### src/sv/stepseq_pkg.sv
// Package for the stepper motor step sequencer.
// Holds register codes, the sequencer state type, the winding and quarter-sine
// tables and the microstep helpers. No dependencies.
package stepseq_pkg;

  localparam int unsigned PosW     = 16;  // position counter width
  localparam int unsigned SineW    = 5;   // quarter-sine ROM index width
  localparam int unsigned LevelW   = 10;  // drive level width
  localparam int unsigned SprW     = 11;  // steps_per_rev width
  localparam int unsigned MicroW   = 6;   // microsteps_per_step width
  localparam int unsigned IntervalW = 24; // step_interval width
  localparam int unsigned StepsW   = 32;  // move and steps-left width
  localparam int unsigned JumpW    = 4;   // ROM stride width, stride is at most 8
  localparam int unsigned DivCntW  = 4;   // one quotient bit per cycle over PosW bits
  localparam int unsigned CfgIdxW  = 2;
  localparam int unsigned CfgDataW = 24;
  localparam int unsigned OutDataW = 96;  // 95 bits of fields, padded to bytes

  localparam logic [SprW-1:0]      SprReset      = 11'd200;
  localparam logic [MicroW-1:0]    MicroReset    = 6'd1;
  localparam logic [MicroW-1:0]    MicroMax      = 6'd32;
  localparam logic [IntervalW-1:0] IntervalReset = 24'd1000;

  // Configuration register indexes
  typedef enum logic [CfgIdxW-1:0] {
    REG_STEPS_PER_REV = 2'd0,
    REG_MICROSTEPS    = 2'd1,
    REG_TWO_WIRE      = 2'd2,
    REG_STEP_INTERVAL = 2'd3
  } cfg_reg_e;

  // Sequencer: idle, or re-deriving step index and phase after a microstep change
  typedef enum logic {
    SEQ_IDLE,
    SEQ_DIVIDE
  } seq_state_e;

  // 8-entry winding table, bit0 A .. bit3 D
  function automatic logic [3:0] winding(input logic [2:0] idx);
    logic [3:0] pat;
    case (idx)
      3'd0:    pat = 4'b1000;
      3'd1:    pat = 4'b1010;
      3'd2:    pat = 4'b0010;
      3'd3:    pat = 4'b0110;
      3'd4:    pat = 4'b0100;
      3'd5:    pat = 4'b0101;
      3'd6:    pat = 4'b0001;
      default: pat = 4'b1001;
    endcase
    return pat;
  endfunction

  // Quarter-sine ROM, 32 entries
  function automatic logic [LevelW-1:0] quarter_sine(input logic [SineW-1:0] idx);
    logic [LevelW-1:0] lv;
    case (idx)
      5'd0:  lv = 10'd50;   5'd1:  lv = 10'd100;  5'd2:  lv = 10'd150;  5'd3:  lv = 10'd200;
      5'd4:  lv = 10'd249;  5'd5:  lv = 10'd297;  5'd6:  lv = 10'd345;  5'd7:  lv = 10'd391;
      5'd8:  lv = 10'd437;  5'd9:  lv = 10'd482;  5'd10: lv = 10'd526;  5'd11: lv = 10'd568;
      5'd12: lv = 10'd609;  5'd13: lv = 10'd649;  5'd14: lv = 10'd687;  5'd15: lv = 10'd723;
      5'd16: lv = 10'd758;  5'd17: lv = 10'd791;  5'd18: lv = 10'd822;  5'd19: lv = 10'd851;
      5'd20: lv = 10'd877;  5'd21: lv = 10'd902;  5'd22: lv = 10'd925;  5'd23: lv = 10'd945;
      5'd24: lv = 10'd963;  5'd25: lv = 10'd979;  5'd26: lv = 10'd992;  5'd27: lv = 10'd1003;
      5'd28: lv = 10'd1012; 5'd29: lv = 10'd1018; 5'd30: lv = 10'd1022;
      default: lv = 10'd1023;
    endcase
    return lv;
  endfunction

  // Microstep count as written: zero becomes one, odd above one rounds up, cap at 32
  function automatic logic [MicroW-1:0] norm_micro(input logic [MicroW-1:0] raw);
    logic [MicroW:0] v;
    v = {1'b0, raw};
    if (raw == '0) begin
      v = 7'd1;
    end else if (raw > 6'd1 && raw[0]) begin
      v = v + 7'd1;
    end
    if (v > {1'b0, MicroMax}) begin
      v = {1'b0, MicroMax};
    end
    return v[MicroW-1:0];
  endfunction

  // ROM stride 32 / count, rounded down; only used for counts of 4 and up
  function automatic logic [JumpW-1:0] rom_jump(input logic [MicroW-1:0] m);
    logic [JumpW-1:0] j;
    if (m <= 6'd4) begin
      j = 4'd8;
    end else if (m <= 6'd6) begin
      j = 4'd5;
    end else if (m <= 6'd8) begin
      j = 4'd4;
    end else if (m <= 6'd10) begin
      j = 4'd3;
    end else if (m <= 6'd16) begin
      j = 4'd2;
    end else begin
      j = 4'd1;
    end
    return j;
  endfunction

endpackage

### src/sv/stepper_motor_step_sequencer.sv
// Stepper motor step sequencer: move commands, interval timer, position counter
// and coil drive (full, half and microstep). Depends on stepseq_pkg.
//
//  channel   dir  handshake                  payload
//  s_axis    in   s_axis_tvalid/tready       tuser: command, tdata: move_steps
//  m_axis    out  m_axis_tvalid/tready       tdata: result fields (see port)
//  cfg       in   cfg_valid_i/cfg_ready_o    cfg_index_i, cfg_data_i
//
// One item per cycle while s_axis is ready: the state update and the result are
// one pass of logic from the state registers into the output register.
// Position, step index and microstep phase are counters; a write of
// microsteps_per_step re-derives index and phase from the position with a
// bit-serial divider, with s_axis and cfg not ready meanwhile.
// Reset loads the defaults and clears motion and control state; no clearing pass.
// Output register plus one skid beat: input keeps flowing for one stalled result.
module stepper_motor_step_sequencer
  import stepseq_pkg::*;
(
  input  logic                clk_i,
  input  logic                rst_ni,
  // input stream
  input  logic                s_axis_tvalid,
  output logic                s_axis_tready,
  input  logic [StepsW-1:0]   s_axis_tdata,   // [31:0] move_steps
  input  logic                s_axis_tuser,   // [0] command
  // result stream
  output logic                m_axis_tvalid,
  input  logic                m_axis_tready,
  // [0] stepped, [1] busy_res, [2] refused, [6:3] coil_pattern, [16:7] level_a,
  // [26:17] level_b, [36:27] level_c, [46:37] level_d, [62:47] position,
  // [94:63] steps_remaining, [95] zero
  output logic [OutDataW-1:0] m_axis_tdata,
  // configuration writes
  input  logic                cfg_valid_i,
  output logic                cfg_ready_o,
  input  logic [CfgIdxW-1:0]  cfg_index_i,
  input  logic [CfgDataW-1:0] cfg_data_i
);

  // configuration registers
  logic [SprW-1:0]      spr_q;
  logic [MicroW-1:0]    micro_q;
  logic [JumpW-1:0]     jump_q;
  logic                 two_wire_q;
  logic [IntervalW-1:0] interval_q;

  // motion state
  logic [PosW-1:0]      pos_q, pos_d;
  logic [1:0]           idx_q, idx_d;     // step index mod 4
  logic [SineW-1:0]     ph_q, ph_d;       // microstep phase
  logic [StepsW-1:0]    left_q, left_d;
  logic                 fwd_q, fwd_d;
  logic [IntervalW-1:0] tick_q, tick_d;
  logic [3:0]           pat_q, pat_d;
  logic [LevelW-1:0]    lv_q [4];
  logic [LevelW-1:0]    lv_d [4];
  logic                 stepped, refused;

  // sequencer and divider
  seq_state_e           state_q, state_d;
  logic [DivCntW-1:0]   cnt_q;
  logic [PosW-1:0]      dvd_q;
  logic [SineW-1:0]     rem_q;
  logic                 quo_q;            // latest quotient bit
  logic [SineW:0]       div_t;
  logic                 div_ge;
  logic [SineW-1:0]     rem_n;
  logic                 div_last;
  logic                 micro_wr;

  // handshakes and output buffer
  logic                 in_fire, cfg_fire;
  logic                 out_q_valid, skid_valid_q;
  logic [OutDataW-1:0]  out_q, skid_q, res_w;

  assign cfg_ready_o   = (state_q == SEQ_IDLE);
  assign s_axis_tready = (state_q == SEQ_IDLE) && !skid_valid_q;
  assign in_fire       = s_axis_tvalid && s_axis_tready;
  assign cfg_fire      = cfg_valid_i && cfg_ready_o;
  assign micro_wr      = cfg_fire && (cfg_reg_e'(cfg_index_i) == REG_MICROSTEPS);
  assign m_axis_tvalid = out_q_valid;
  assign m_axis_tdata  = out_q;

  // configuration register writes
  always_ff @(posedge clk_i or negedge rst_ni) begin
    if (!rst_ni) begin
      spr_q      <= SprReset;
      micro_q    <= MicroReset;
      jump_q     <= rom_jump(MicroReset);
      two_wire_q <= 1'b0;
      interval_q <= IntervalReset;
    end else if (cfg_fire) begin
      unique case (cfg_reg_e'(cfg_index_i))
        REG_STEPS_PER_REV: spr_q <= cfg_data_i[SprW-1:0];
        REG_MICROSTEPS: begin
          micro_q <= norm_micro(cfg_data_i[MicroW-1:0]);
          jump_q  <= rom_jump(norm_micro(cfg_data_i[MicroW-1:0]));
        end
        REG_TWO_WIRE:      two_wire_q <= cfg_data_i[0];
        REG_STEP_INTERVAL: interval_q <= cfg_data_i[IntervalW-1:0];
      endcase
    end
  end

  // sequencer state register
  always_ff @(posedge clk_i or negedge rst_ni) begin
    if (!rst_ni) begin
      state_q <= SEQ_IDLE;
    end else begin
      state_q <= state_d;
    end
  end

  // next state: a microstep write starts a re-derivation of index and phase
  always_comb begin
    state_d  = state_q;
    div_last = 1'b0;
    unique case (state_q)
      SEQ_IDLE: begin
        if (micro_wr) begin
          state_d = SEQ_DIVIDE;
        end
      end
      SEQ_DIVIDE: begin
        if (cnt_q == '1) begin
          div_last = 1'b1;
          state_d  = SEQ_IDLE;
        end
      end
    endcase
  end

  // restoring divide step: one quotient bit per cycle
  assign div_t  = {rem_q, dvd_q[PosW-1]};
  assign div_ge = (div_t >= micro_q);
  assign rem_n  = div_ge ? SineW'(div_t - micro_q) : div_t[SineW-1:0];

  always_ff @(posedge clk_i or negedge rst_ni) begin
    if (!rst_ni) begin
      cnt_q <= '0;
    end else if (state_q == SEQ_DIVIDE) begin
      cnt_q <= cnt_q + DivCntW'(1);
    end else begin
      cnt_q <= '0;
    end
  end

  always_ff @(posedge clk_i) begin
    if (state_q == SEQ_IDLE) begin
      dvd_q <= pos_q;
      rem_q <= '0;
      quo_q <= 1'b0;
    end else begin
      dvd_q <= {dvd_q[PosW-2:0], 1'b0};
      rem_q <= rem_n;
      quo_q <= div_ge;
    end
  end

  // one item: command load or timer tick, step and coil drive
  always_comb begin
    logic [IntervalW-1:0] period;
    logic [IntervalW:0]   next_tick;
    logic                 fire;
    logic [PosW:0]        wrap;
    logic [PosW:0]        pos_inc;
    logic [3:0]           pat;
    logic [8:0]           rom_prod;
    logic [SineW-1:0]     ridx;
    logic [LevelW-1:0]    rise, fall;
    logic [LevelW-1:0]    lv [4];
    logic [SineW-1:0]     ph_top;

    left_d  = left_q;
    fwd_d   = fwd_q;
    tick_d  = tick_q;
    pos_d   = pos_q;
    idx_d   = idx_q;
    ph_d    = ph_q;
    pat_d   = pat_q;
    lv_d    = lv_q;
    stepped = 1'b0;
    refused = 1'b0;

    period    = (interval_q == '0) ? IntervalW'(1) : interval_q;
    next_tick = {1'b0, tick_q} + (IntervalW+1)'(1);
    fire      = (next_tick >= {1'b0, period});

    // revolution fits in 17 bits; an empty revolution acts as one position
    wrap      = (PosW+1)'(spr_q) * (PosW+1)'(micro_q);
    if (wrap == '0) begin
      wrap = (PosW+1)'(1);
    end
    pos_inc   = {1'b0, pos_q} + (PosW+1)'(1);
    ph_top    = SineW'(micro_q - MicroW'(1));
    pat       = '0;
    rom_prod  = '0;
    ridx      = '0;
    rise      = '0;
    fall      = '0;
    lv[0]     = '0;
    lv[1]     = '0;
    lv[2]     = '0;
    lv[3]     = '0;

    if (s_axis_tuser) begin
      // move command
      if (left_q != '0) begin
        refused = 1'b1;
      end else if (s_axis_tdata != '0) begin
        fwd_d  = !s_axis_tdata[StepsW-1];
        left_d = s_axis_tdata[StepsW-1] ? (~s_axis_tdata + StepsW'(1)) : s_axis_tdata;
      end
    end else begin
      tick_d = fire ? '0 : next_tick[IntervalW-1:0];
      if (fire && left_q != '0) begin
        stepped = 1'b1;
        left_d  = left_q - StepsW'(1);
        // position, index and phase move together
        if (fwd_q) begin
          if (pos_inc >= wrap) begin
            pos_d = '0;
            idx_d = '0;
            ph_d  = '0;
          end else begin
            pos_d = pos_inc[PosW-1:0];
            if ({1'b0, ph_q} + 6'd1 == micro_q) begin
              ph_d  = '0;
              idx_d = idx_q + 2'd1;
            end else begin
              ph_d  = ph_q + SineW'(1);
            end
          end
        end else begin
          if (pos_q == '0) begin
            pos_d = PosW'(wrap - (PosW+1)'(1));
            if (spr_q == '0) begin
              idx_d = '0;
              ph_d  = '0;
            end else begin
              idx_d = 2'(spr_q - SprW'(1));
              ph_d  = ph_top;
            end
          end else begin
            pos_d = pos_q - PosW'(1);
            if (ph_q == '0) begin
              ph_d  = ph_top;
              idx_d = idx_q - 2'd1;
            end else begin
              ph_d  = ph_q - SineW'(1);
            end
          end
        end

        // coil drive from the new position
        if (micro_q <= 6'd2) begin
          pat = (micro_q == 6'd1) ? winding({pos_d[1:0], 1'b0}) : winding(pos_d[2:0]);
          if (two_wire_q) begin
            pat = {pat_q[3:2], pat[1:0]};
          end
          pat_d = pat;
        end else begin
          rom_prod = 9'(ph_d) * 9'(jump_q);
          ridx     = rom_prod[SineW-1:0];
          rise     = quarter_sine(ridx);
          fall     = quarter_sine(~ridx);
          case (idx_d)
            2'd0: begin
              lv[0] = fall;
              lv[2] = rise;
            end
            2'd1: begin
              lv[1] = rise;
              lv[2] = fall;
            end
            2'd2: begin
              lv[1] = fall;
              lv[3] = rise;
            end
            default: begin
              lv[0] = rise;
              lv[3] = fall;
            end
          endcase
          lv_d[0] = lv[0];
          lv_d[1] = lv[1];
          if (!two_wire_q) begin
            lv_d[2] = lv[2];
            lv_d[3] = lv[3];
          end
        end
      end
    end
  end

  // result beat from the updated state
  assign res_w = {1'b0, left_d, pos_d, lv_d[3], lv_d[2], lv_d[1], lv_d[0], pat_d,
                  refused, (left_d != '0), stepped};

  // motion state registers; the divider owns index and phase while it runs
  always_ff @(posedge clk_i or negedge rst_ni) begin
    if (!rst_ni) begin
      pos_q  <= '0;
      idx_q  <= '0;
      ph_q   <= '0;
      left_q <= '0;
      fwd_q  <= 1'b0;
      tick_q <= '0;
      pat_q  <= '0;
      lv_q   <= '{default: '0};
    end else if (div_last) begin
      idx_q <= {quo_q, div_ge};
      ph_q  <= rem_n;
    end else if (in_fire) begin
      pos_q  <= pos_d;
      idx_q  <= idx_d;
      ph_q   <= ph_d;
      left_q <= left_d;
      fwd_q  <= fwd_d;
      tick_q <= tick_d;
      pat_q  <= pat_d;
      lv_q   <= lv_d;
    end
  end

  // output register and skid beat
  always_ff @(posedge clk_i or negedge rst_ni) begin
    if (!rst_ni) begin
      out_q_valid  <= 1'b0;
      skid_valid_q <= 1'b0;
    end else if (out_q_valid && !m_axis_tready) begin
      if (in_fire) begin
        skid_valid_q <= 1'b1;
      end
    end else if (skid_valid_q) begin
      out_q_valid  <= 1'b1;
      skid_valid_q <= 1'b0;
    end else begin
      out_q_valid <= in_fire;
    end
  end

  always_ff @(posedge clk_i) begin
    if (out_q_valid && !m_axis_tready) begin
      if (in_fire) begin
        skid_q <= res_w;
      end
    end else if (skid_valid_q) begin
      out_q <= skid_q;
    end else if (in_fire) begin
      out_q <= res_w;
    end
  end

`ifndef SYNTHESIS
  // a held skid beat always sits behind a held output beat
  assert property (@(posedge clk_i) disable iff (!rst_ni)
    skid_valid_q |-> out_q_valid)
    else $error("skid beat held without output beat");

  // phase counter stays below the microstep count outside a re-derivation
  assert property (@(posedge clk_i) disable iff (!rst_ni)
    (state_q == SEQ_IDLE) |-> ({1'b0, ph_q} < micro_q))
    else $error("microstep phase out of range");

  // a microstep write takes s_axis and cfg out of ready as the divide starts
  assert property (@(posedge clk_i) disable iff (!rst_ni)
    micro_wr |=> !s_axis_tready && !cfg_ready_o)
    else $error("item or write taken during re-derivation");

  // busy flag matches the remaining count, and a refused beat never steps
  assert property (@(posedge clk_i) disable iff (!rst_ni)
    m_axis_tvalid |-> (m_axis_tdata[1] == (m_axis_tdata[94:63] != '0))
                      && !(m_axis_tdata[0] && m_axis_tdata[2]))
    else $error("inconsistent result flags");
`endif

endmodule

### config.mk
export PLATFORM = sky130hd
export DESIGN_NAME = stepper_motor_step_sequencer
export DESIGN_NICKNAME = d
export VERILOG_FILES = /design/src/sv/stepseq_pkg.sv /design/src/sv/stepper_motor_step_sequencer.sv
export SDC_FILE = /design/constraint.sdc
export NUM_CORES = 1
export LEC_CHECK = 0
export ABC_AREA = 1
export BUFFER_PORTS_ARGS = -buffer_cell sky130_fd_sc_hd__buf_2
export CORE_ASPECT_RATIO = 0.9
export CORE_MARGIN = 2
export CORE_UTILIZATION = 30
export DETAILED_ROUTE_END_ITERATION = 10
export PLACE_DENSITY = 0.53
export SLEW_MARGIN = 10
export SYNTH_ARGS = -nofsm -noshare
export SYNTH_HDL_FRONTEND = slang
export SYNTH_SLANG_ARGS = --single-unit
### constraint.sdc
create_clock -name clk_i -period 7.96 [get_ports clk_i]
set_clock_uncertainty 0.15 [all_clocks]
set_input_delay 0.398 -clock clk_i [delete_from_list [all_inputs] [get_ports clk_i]]
set_output_delay 0.398 -clock clk_i [all_outputs]
set_load 0.05 [all_outputs]
==> results of run 1 <==
[critical path, delay by kind of cell (launching register included)]
kind	cells	cell delay, ns
simple gates	31	2.88
fa+ha+maj	8	3.37
xor+xnor	1	0.17
buf+inv	7	0.61
compound gates	2	0.29
flops	1	0.57
[report_power, final]
group	switching (mW)	total, mW	internal (mW)
registers	0.391	3.19	2.80
clock network	0.949	2.16	1.21
logic	5.42	8.79	3.37
total	6.76	14.1	7.37
[sequential cells by signal, summed over array words and instances, names as in the netlist, 2 cells and up]
signal	flops
rem_q	5
cnt_q	4
dvd_q	16
spr_q	11
lv_q	40
interval_q	24
skid_q	95
m_axis_tdata	95
jump_q	4
left_q	32
pos_q	16
ph_q	5
pat_q	4
micro_q	6
idx_q	2
tick_q	24
[worst max-delay path by stage]
stage	end	from	slack, ns
after floorplan	m_axis_tdata[16]	micro_q[5]	0.001
after global placement	m_axis_tdata[10]	spr_q[7]	-0.76
after detailed placement	m_axis_tdata[13]	spr_q[7]	-0.76
after CTS	m_axis_tdata[16]	micro_q[0]	-0.27
after global routing	m_axis_tdata[7]	micro_q[0]	-0.84
final	m_axis_tdata[19]	spr_q[7]	-0.31
[final cells by class]
type / instances / area, µm² / area share [%]
clock buffers: 53 / 1240 / 3.75
clock inverters: 35 / 313 / 0.947
inverters: 498 / 1870 / 5.66
multi-input cells: 2433 / 14700 / 44.4
flip-flops and latches: 389 / 10600 / 32.1
well taps: 1144 / 1430 / 4.33
repair buffers: 400 / 2930 / 8.85
[Yosys cell counts, types with 20 or more instances]
cell type | n | share of area (%)
dfxtp_1 | 22 | 1.7
xor2_1 | 87 | 2.9
nor3_1 | 45 | 0.86
fa_1 | 41 | 3.1
dfrtp_1 | 166 | 16
nand4_1 | 44 | 1.1
nand2_1 | 926 | 13
nor2_1 | 273 | 3.9
o21ai_0 | 243 | 4.7
nand3_1 | 341 | 6.5
ha_1 | 104 | 5.0
or2_1 | 20 | 0.48
inv_1 | 486 | 7.0
clkbuf_1 | 94 | 1.4
edfxtp_1 | 190 | 22
a21oi_1 | 100 | 1.9
[layer usage]
layer | vias up | share of wire (%)
li1 | 11832 | -
met1 | 11140 | 49
met2 | 530 | 45
met3 | 84 | 4.7
met4 | 2 | 2.0
met5 | - | 0.0098
[timing repair]
action / 4_1_cts / 5_1_grt
buffers inserted: 22 / 21
hold buffers: 25 / 0
hold endpoints to repair: 104 / 0
gates resized for setup: 253 / 116
cloned: 1 / 0
endpoints found under the setup margin: 120 / 120
pin swaps: 77 / 64
[cells by family (layout without fill, tap and decap cells)]
group / after synthesis / count (layout)
adder cells (fa/ha/maj): 145 / 145
flip-flops: 389 / 389
other: 1 / 1
AND/OR/NAND/NOR: 1751 / 1751
XOR/XNOR: 104 / 104
multiplexers: 1 / 1
buffers and inverters: 632 / 986
AO/OA/AOI/OAI: 431 / 431
[through the flow]
| step | utilization (%) | power [mW] | instance area (µm²) |
|---|---|---|---|
| 2_1_floorplan | - | 7.97 | 26200 |
| 3_3_place_gp | 33.9 | 10.7 | 29200 |
| 3_5_place_dp | 33.9 | 10.7 | 29200 |
| 4_1_cts | 37.6 | 13.8 | 32400 |
| 5_1_grt | 38.4 | 15.3 | 33000 |
| 6_report | 38.4 | 14.1 | 33000 |
==> flow_summary_export.csv, run 1 <==
group,metric,value,unit
run_status,status,"finished with violations",
run_status,violations,"negative setup slack",
global_routing,track_usage,17.9,%
cts,clkLatencyLatePin,0.61,ns
route,first_pass_iters,6,
timing,holdWs,0.0615,ns
worst_setup_path,cpMaxStageDelayCell,"dfstp_2",
floorplan,row_count,102,
worst_setup_path,worst_ep_arrival_time,8.47,ns
timing,final_max_slew_viol_count,0,
worst_setup_path,startpoint_type,"flop",
logic_synthesis,async_flop_share,45.5,%
final_layout,area_growth,26.4,%
run,maxCapViolations,0,
cts,cts_max_level,2,
logic_synthesis,synth_compound_area_share,8.93,%
cts,clockRootBuffer,"clkbuf_16",
logic_synthesis,synth_cell_types,59,
logic_synthesis,yosys.area_share.adder,8.12,%
worst_hold_path,min_to,"interval_q[2]",
global_routing,met1_usage,25.9,%
global_routing,grtUsageMet3,2.51,%
worst_setup_path,critPathCaptureType,"flop",
cts,cts_buffer_depth,3,
route,drc,0,
floorplan,io_pins,163,
timing,finalWorstSetupSlack,-0.315,ns
final_layout,num_antenna_cells,0,
worst_setup_path,crit_top_cell,"nand2_1",
placed_design,io_buffer_count,161,
logic_synthesis,synth_xor_area_share,3.49,%
timing,tightest_slew,1.49,ns
route,post_drt_wl_per_cell,16.4,µm
final_layout,fillers,8859,
route,ant_nets,0,
worst_setup_path,worst_ep_required_time,8.16,ns
logic_synthesis,synthMuxAreaShare,0.0383,%
cts,cts_tree,"done",
logic_synthesis,synth-seq-cells,389,
route,via_count,23588,
worst_setup_path,r2r_cells,49,
route,viasPerCell,4.76,
worst_hold_path,hold_start,"cfg_data_i[2]",
logic_synthesis,ys.warnings.count,0,
logic_synthesis,synth_cells,3454,
floorplan,initial_core_util,30.3,%
floorplan,die_width,315,µm
final_layout,nNetsFinal,3978,
worst_hold_path,hp-class,"input pin to flop",
timing,min_period,8.27,ns
final_layout,stdcell_count,4952,
global_routing,grt_pass1_wl,129000,µm
timing,timing.slew.headroom,0.935,%
cts,cts_buffers,47,
timing,tns,-22.26,ns
global_routing,grt_max_degree,88,
logic_synthesis,synth_simple_gate_area_share,29.5,%
floorplan,die_h,284,µm
timing,fmax,121,MHz
timing,hold_viol,0,
route,first_iter_violations,1762,
placed_design,hpwl,58300,µm
floorplan,core-area,86100,µm²
worst_setup_path,r2r-start,"spr_q[7]",
placed_design,globalplace.congestion,0.925,
timing,grt_setup_unrepaired,"yes",
cts,clock-sinks,389,
power,power.leakage,15.6,nW
placed_design,dp_slack,-0.759,ns
global_routing,grt-ovfl-total,0,
worst_setup_path,r2r-end,"m_axis_tdata[19]",
global_routing,grt_antenna_before_repair,3,
logic_synthesis,yosysSeqAreaShare,40.5,%
final_layout,drive_above_1_share,21.3,%
global_routing,grt_pass1_vias,22792,
logic_synthesis,synth_edf_count,190,
logic_synthesis,synth_top_family_by_area,"simple AND/OR/NAND/NOR gates",
logic_synthesis,synth_area,26100,µm²
final_layout,final_common_cell,"nand2_1",
final_layout,mostFrequentLayoutCells,"nand2_1, inv_1, nor2_1",
power,powerDensity,428,nW/µm²
global_routing,grt_util_met2,28.2,%
floorplan,die_area,89500,µm²
placed_design,numPlacedInstances,4797,
cts,clkTransAtPathRegs,0.06,ns
logic_synthesis,synth_fp_nets,3663,
worst_setup_path,max_stage_delay,0.57,ns
logic_synthesis,ys.flop_type,"edfxtp_1",
timing,setup_viol,120,
worst_setup_path,worstSetupPathType,"flop to flop",
global_routing,grt-busiest-layer,"met2",
worst_hold_path,min_path_cells,3,
logic_synthesis,avgSynthCellArea,7.57,µm²
worst_setup_path,rrSetupSlack,-0.31,ns
worst_setup_path,crit_fanout,11,
timing,fin_crit_sh,104,%
power,vdd_drop_max,0.175,mV
route,wirelength,81400,µm
Power figures use the tool's default switching activity.
==> run 2, diff against run 1 <==
--- a/config.mk
+++ b/config.mk
@@ -10,6 +10,7 @@
 export CORE_ASPECT_RATIO = 0.9
 export CORE_MARGIN = 2
 export CORE_UTILIZATION = 30
+export CTS_BUF_LIST = sky130_fd_sc_hd__clkbuf_4 sky130_fd_sc_hd__clkbuf_8 sky130_fd_sc_hd__clkbuf_16
 export DETAILED_ROUTE_END_ITERATION = 10
 export PLACE_DENSITY = 0.53
 export SLEW_MARGIN = 10
==> run 2 against run 1 <==
The flow still finishes with violations (negative setup slack). Global-route usage is essentially flat. First-iteration DRC count is 6.1% higher. Hold slack about the same. Critical path depth is 2 lower. Fmax shrank 0.11%. Largest cell class unchanged.
==> flow_summary_export.csv, run 2 (same netlist as run 1, synthesis figures left out) <==
group,metric,value,unit
run_status,status,"finished with violations",
run_status,violations,"negative setup slack",
run,maxCapViolations,0,
placed_design,hpwl,58300,µm
timing,min_period,8.28,ns
cts,cts_tree,"done",
placed_design,globalplace.congestion,0.925,
timing,final_max_slew_viol_count,0,
placed_design,place_area,29200,µm²
global_routing,grtUsageMet3,2.52,%
timing,hold_viol,0,
final_layout,final_common_cell,"nand2_1",
worst_setup_path,startpoint_type,"flop",
power,power,14.1,mW
placed_design,io_buffer_count,161,
floorplan,die_h,284,µm
worst_setup_path,crit_buf_inv,7,
worst_setup_path,critPathCaptureType,"flop",
placed_design,numPlacedInstances,4797,
final_layout,fillers,8862,
route,drc,0,
global_routing,met1_usage,25.9,%
cts,clkTransAtPathRegs,0.07,ns
route,first_iter_violations,1869,
worst_setup_path,worst_ep_required_time,8.15,ns
global_routing,grt-ovfl-total,0,
route,wirelength,81400,µm
timing,finalWorstSetupSlack,-0.324,ns
global_routing,grt_pass1_wl,129000,µm
final_layout,area_growth,26.4,%
cts,cts_buffer_depth,3,
route,first_pass_iters,5,
worst_setup_path,crit_fanout,6,
timing,setup_viol,120,
worst_setup_path,cp_top_family,"adder cells",
floorplan,core-area,86100,µm²
cts,clockRootBuffer,"clkbuf_16",
final_layout,num_antenna_cells,0,
route,viasPerCell,4.77,
cts,cts_max_level,2,
timing,fmax,121,MHz
global_routing,track_usage,17.9,%
route,ant_nets,0,
floorplan,initial_core_util,30.3,%
cts,clock-sinks,389,
worst_hold_path,hp-class,"input pin to flop",
power,vdd_drop_max,0.175,mV
power,power.leakage,15.6,nW
final_layout,final_area,33000,µm²
floorplan,row_count,102,
worst_setup_path,crit_top_cell,"nand2_1",
worst_setup_path,cpMaxStageDelayCell,"dfstp_2",
worst_setup_path,worst_ep_arrival_time,8.47,ns
global_routing,grt_pass1_vias,22807,
final_layout,stdcell_count,4951,
timing,fin_crit_sh,104,%
timing,tns,-23.01,ns
timing,grt_setup_unrepaired,"yes",
global_routing,grt_antenna_before_repair,3,
route,post_drt_wl_per_cell,16.4,µm
timing,timing.slew.headroom,0.813,%
worst_setup_path,max_stage_delay,0.60,ns
power,powerDensity,428,nW/µm²
global_routing,grt_util_met2,28.2,%
floorplan,die_width,315,µm
floorplan,die_area,89500,µm²
route,via_count,23641,
global_routing,grt_max_degree,88,
cts,clkLatencyLatePin,0.61,ns
cts,cts_buffers,47,
final_layout,drive_above_1_share,21.4,%
global_routing,grt-busiest-layer,"met2",
final_layout,mostFrequentLayoutCells,"nand2_1, inv_1, nor2_1",
timing,tightest_slew,1.49,ns
final_layout,nNetsFinal,3977,
floorplan,io_pins,163,
worst_setup_path,worstSetupPathType,"flop to flop",
-- run 2: cell count changes in the layout (fill, tap and decap cells not counted) --
| cell | delta |
|---|---|
| buf_4 | -1 |
| clkbuf_1 | -3 |
| clkbuf_4 | +3 |
-- run 2: stage by stage --
stage	setup slack (ns)	hold WS, ns	utilization (%)
after floorplan	0.00105	-0.0476	-
after global placement	-0.757	0.263	33.9
after detailed placement	-0.759	0.267	33.9
after CTS	-0.274	0.0191	37.6
after global routing	-0.841	0.0708	38.4
final	-0.324	0.0619	38.4
-- run 2: worst min-delay path, stage by stage --
cell	delay (ns)
buf_2	0.12
inv_1	0.12
o21ai_0	0.10
-- run 2: repair_timing --
item                       in CTS  in global routing
cloned                          1                  0
pin swaps                      77                 64
setup endpoints to repair     120                120
hold endpoints to repair      104                  0
resized for setup             253                116
buffers inserted               21                 21
hold buffers                   25                  0
-- run 2: layout make-up --
cell class              instances  area (µm²)  share of cell area, %
flip-flops and latches        389       10600                   32.1
inverters                     498        1870                   5.66
repair buffers                399        2920                   8.83
clock inverters                35         313                  0.947
well taps                    1144        1430                   4.33
multi-input cells            2433       14700                   44.4
clock buffers                  53        1250                   3.79
-- run 2: path summary, 6_finish.rpt --
check	startpoint	end	slack (ns)	cells past startpoint
setup reg to reg	spr_q[6]	m_axis_tdata[7]	-0.32	47
setup / recovery	spr_q[6]	m_axis_tdata[7]	-0.32	47
hold reg to reg	dvd_q[5]	dvd_q[6]	0.27	2
min in group asynchronous	rst_ni	two_wire_q	0.31	2
max in group asynchronous	rst_ni	left_q[17]	5.94	3
hold / removal	cfg_data_i[2]	interval_q[2]	0.06	3
-- run 2: per-layer routing --
layer | up-vias | part of all wire, %
met4 | 2 | 2.0
met1 | 11174 | 49
li1 | 11845 | -
met3 | 83 | 4.7
met2 | 537 | 45
met5 | - | 0.0098
-- run 2: power by group --
group | internal, mW | total, mW | switching [mW]
Clock | 1.22 | 2.17 | 0.951
Sequential | 2.80 | 3.19 | 0.391
Combinational | 3.37 | 8.78 | 5.42
Total | 7.38 | 14.1 | 6.76
==> run 3, diff against run 2 <==
--- a/config.mk
+++ b/config.mk
@@ -12,7 +12,6 @@
 export CORE_UTILIZATION = 30
 export CTS_BUF_LIST = sky130_fd_sc_hd__clkbuf_4 sky130_fd_sc_hd__clkbuf_8 sky130_fd_sc_hd__clkbuf_16
 export DETAILED_ROUTE_END_ITERATION = 10
-export PLACE_DENSITY = 0.53
 export SLEW_MARGIN = 10
 export SYNTH_ARGS = -nofsm -noshare
 export SYNTH_HDL_FRONTEND = slang
==> run 3 against run 2 <==
The run still ends with negative setup slack left. Count of clock-buffer cells in the layout increased by 5. Cell count barely moved. Power hardly changed. Wire length fell by 1.8%. Via count is 1.2% higher. Register-to-register slack gained 0.13 ns. Sequential share of layout area shrank 0.14 points. Setup slack gained 0.13 ns. Highest routed layer unchanged.
==> flow_summary_export.csv, run 3 (same netlist as run 1, synthesis figures left out) <==
group,metric,value,unit
final_layout,multi_input_area,14900,µm²
final_layout,fillers,8780,
route,wirelength,80000,µm
run_status,violations,"negative setup slack",
route,viasPerCell,4.83,
worst_setup_path,worstSetupPathType,"flop to flop",
worst_setup_path,critPathCaptureType,"flop",
global_routing,track_usage,17.4,%
timing,fmax,123,MHz
final_layout,nNetsFinal,3976,
placed_design,io_buffer_count,161,
floorplan,die_area,89500,µm²
final_layout,final_common_cell,"nand2_1",
final_layout,drive_above_1_share,23.5,%
timing,min_period,8.15,ns
worst_hold_path,min_path_cells,3,
worst_setup_path,r2r_cells,47,
power,powerDensity,426,nW/µm²
timing,tns,-7.60,ns
worst_hold_path,hold_start,"cfg_data_i[4]",
worst_setup_path,worst_ep_required_time,8.16,ns
floorplan,io_pins,163,
floorplan,row_count,102,
worst_setup_path,startpoint_type,"flop",
placed_design,place_area,29000,µm²
global_routing,grt-ovfl-total,0,
timing,tightest_slew,1.41,ns
placed_design,hpwl,55900,µm
final_layout,area_growth,27.0,%
power,intPower,7.38,mW
worst_hold_path,min_to,"spr_q[4]",
route,drc,0,
route,via_count,23923,
timing,grt_setup_unrepaired,"yes",
worst_setup_path,r2r-end,"m_axis_tdata[33]",
power,comb_power_share,62.4,%
timing,setup_viol,92,
final_layout,final_area,33200,µm²
floorplan,initial_core_util,30.3,%
floorplan,die_width,315,µm
floorplan,core-area,86100,µm²
cts,clockRootBuffer,"clkbuf_16",
worst_setup_path,cpMaxStageDelayCell,"fa_1",
power,vdd_drop_max,0.228,mV
route,first_iter_violations,1939,
final_layout,fin_util,38.5,%
worst_setup_path,rrSetupSlack,-0.19,ns
worst_setup_path,worst_ep_arrival_time,8.35,ns
run_status,status,"finished with violations",
placed_design,globalplace.congestion,0.947,
route,post_drt_wl_per_cell,16.2,µm
worst_setup_path,r2r-start,"spr_q[7]",
power,clockPowerShare,14.8,%
power,pwr-share-seq,22.7,%
run,maxCapViolations,0,
power,power.leakage,15.6,nW
timing,fin_crit_sh,102,%
cts,clkLatencyLatePin,0.60,ns
power,p_sw_share,47.8,%
route,ant_nets,0,
worst_hold_path,hp-class,"input pin to flop",
cts,cts_buffer_depth,3,
global_routing,grt_pass1_vias,22729,
power,power.switching,6.75,mW
timing,hold_viol,0,
cts,cts_max_level,2,
global_routing,grt_antenna_before_repair,4,
global_routing,grt_max_degree,78,
global_routing,grt_pass1_wl,126000,µm
timing,final_max_slew_viol_count,0,
worst_setup_path,crit_fanout,5,
final_layout,mostFrequentLayoutCells,"nand2_1, inv_1, nor2_1",
cts,clkTransAtPathRegs,0.06,ns
cts,cts_tree,"done",
floorplan,die_h,284,µm
timing,finalWorstSetupSlack,-0.190,ns
cts,cts_buffers,44,
timing,timing.slew.headroom,5.80,%
worst_setup_path,max_stage_delay,0.56,ns
cts,clock-sinks,389,
final_layout,seq_area,10600,µm²
route,first_pass_iters,5,
## run 3: per-stage QoR
stage	total power, mW	cells	setup slack [ns]	hold WS [ns]
final	14.1	4948	-0.190	0.0354
after global routing	15.3	4948	-0.591	0.0501
after CTS	13.3	4924	-0.129	0.0107
after detailed placement	10.5	4772	-0.712	0.265
after global placement	10.5	4772	-0.533	0.262
after floorplan	7.97	3454	0.00105	-0.0476
## run 3: critical path: cells and delay by family, from the launching register on
family,cells,cell delay (ns)
simple gates,21,1.72
buf+inv,12,1.21
flops,1,0.55
fa+ha+maj,8,3.39
compound gates,4,0.59
xor+xnor,2,0.32
## run 3: worst max path at each step
stage / startpoint / to / depth (start not counted)
after global routing: micro_q[0] / m_axis_tdata[18] / 49
after detailed placement: micro_q[4] / m_axis_tdata[14] / 48
final: spr_q[7] / m_axis_tdata[33] / 47
after CTS: spr_q[7] / m_axis_tdata[8] / 49
after floorplan: micro_q[5] / m_axis_tdata[16] / 45
after global placement: micro_q[5] / m_axis_tdata[14] / 48
## run 3: layout make-up
class / count / area share [%]
diodes: 1 / 0.00754
clock buffers: 58 / 3.73
clock inverters: 24 / 0.765
inverters: 498 / 5.63
multi-input cells: 2435 / 44.8
flip-flops and latches: 389 / 31.9
well taps: 1144 / 4.31
repair buffers: 399 / 8.80
## run 3: metal layers
layer  global-route usage (%)  wire length (µm)
met5                        0                13
met1                     24.9             37600
met4                     4.93              1980
met2                     27.0             36000
met3                     2.60              4360
## run 3: power groups by stage
stage	registers, mW	logic [mW]	clock network [mW]
2_1_floorplan	3.41	4.56	0
3_3_place_gp	3.23	7.22	0
3_5_place_dp	3.23	7.27	0
4_1_cts	3.20	7.99	2.15
5_1_grt	3.28	9.77	2.23
6_report	3.21	8.82	2.09
## run 3: repair_timing
| item | in CTS | in global routing |
|---|---|---|
| resized for setup | 187 | 265 |
| endpoints found under the setup margin | 120 | 161 |
| hold endpoints to repair | 89 | 0 |
| setup buffers | 47 | 22 |
| hold buffers | 21 | 0 |
| pin swaps | 114 | 138 |
| cloned | 2 | 1 |
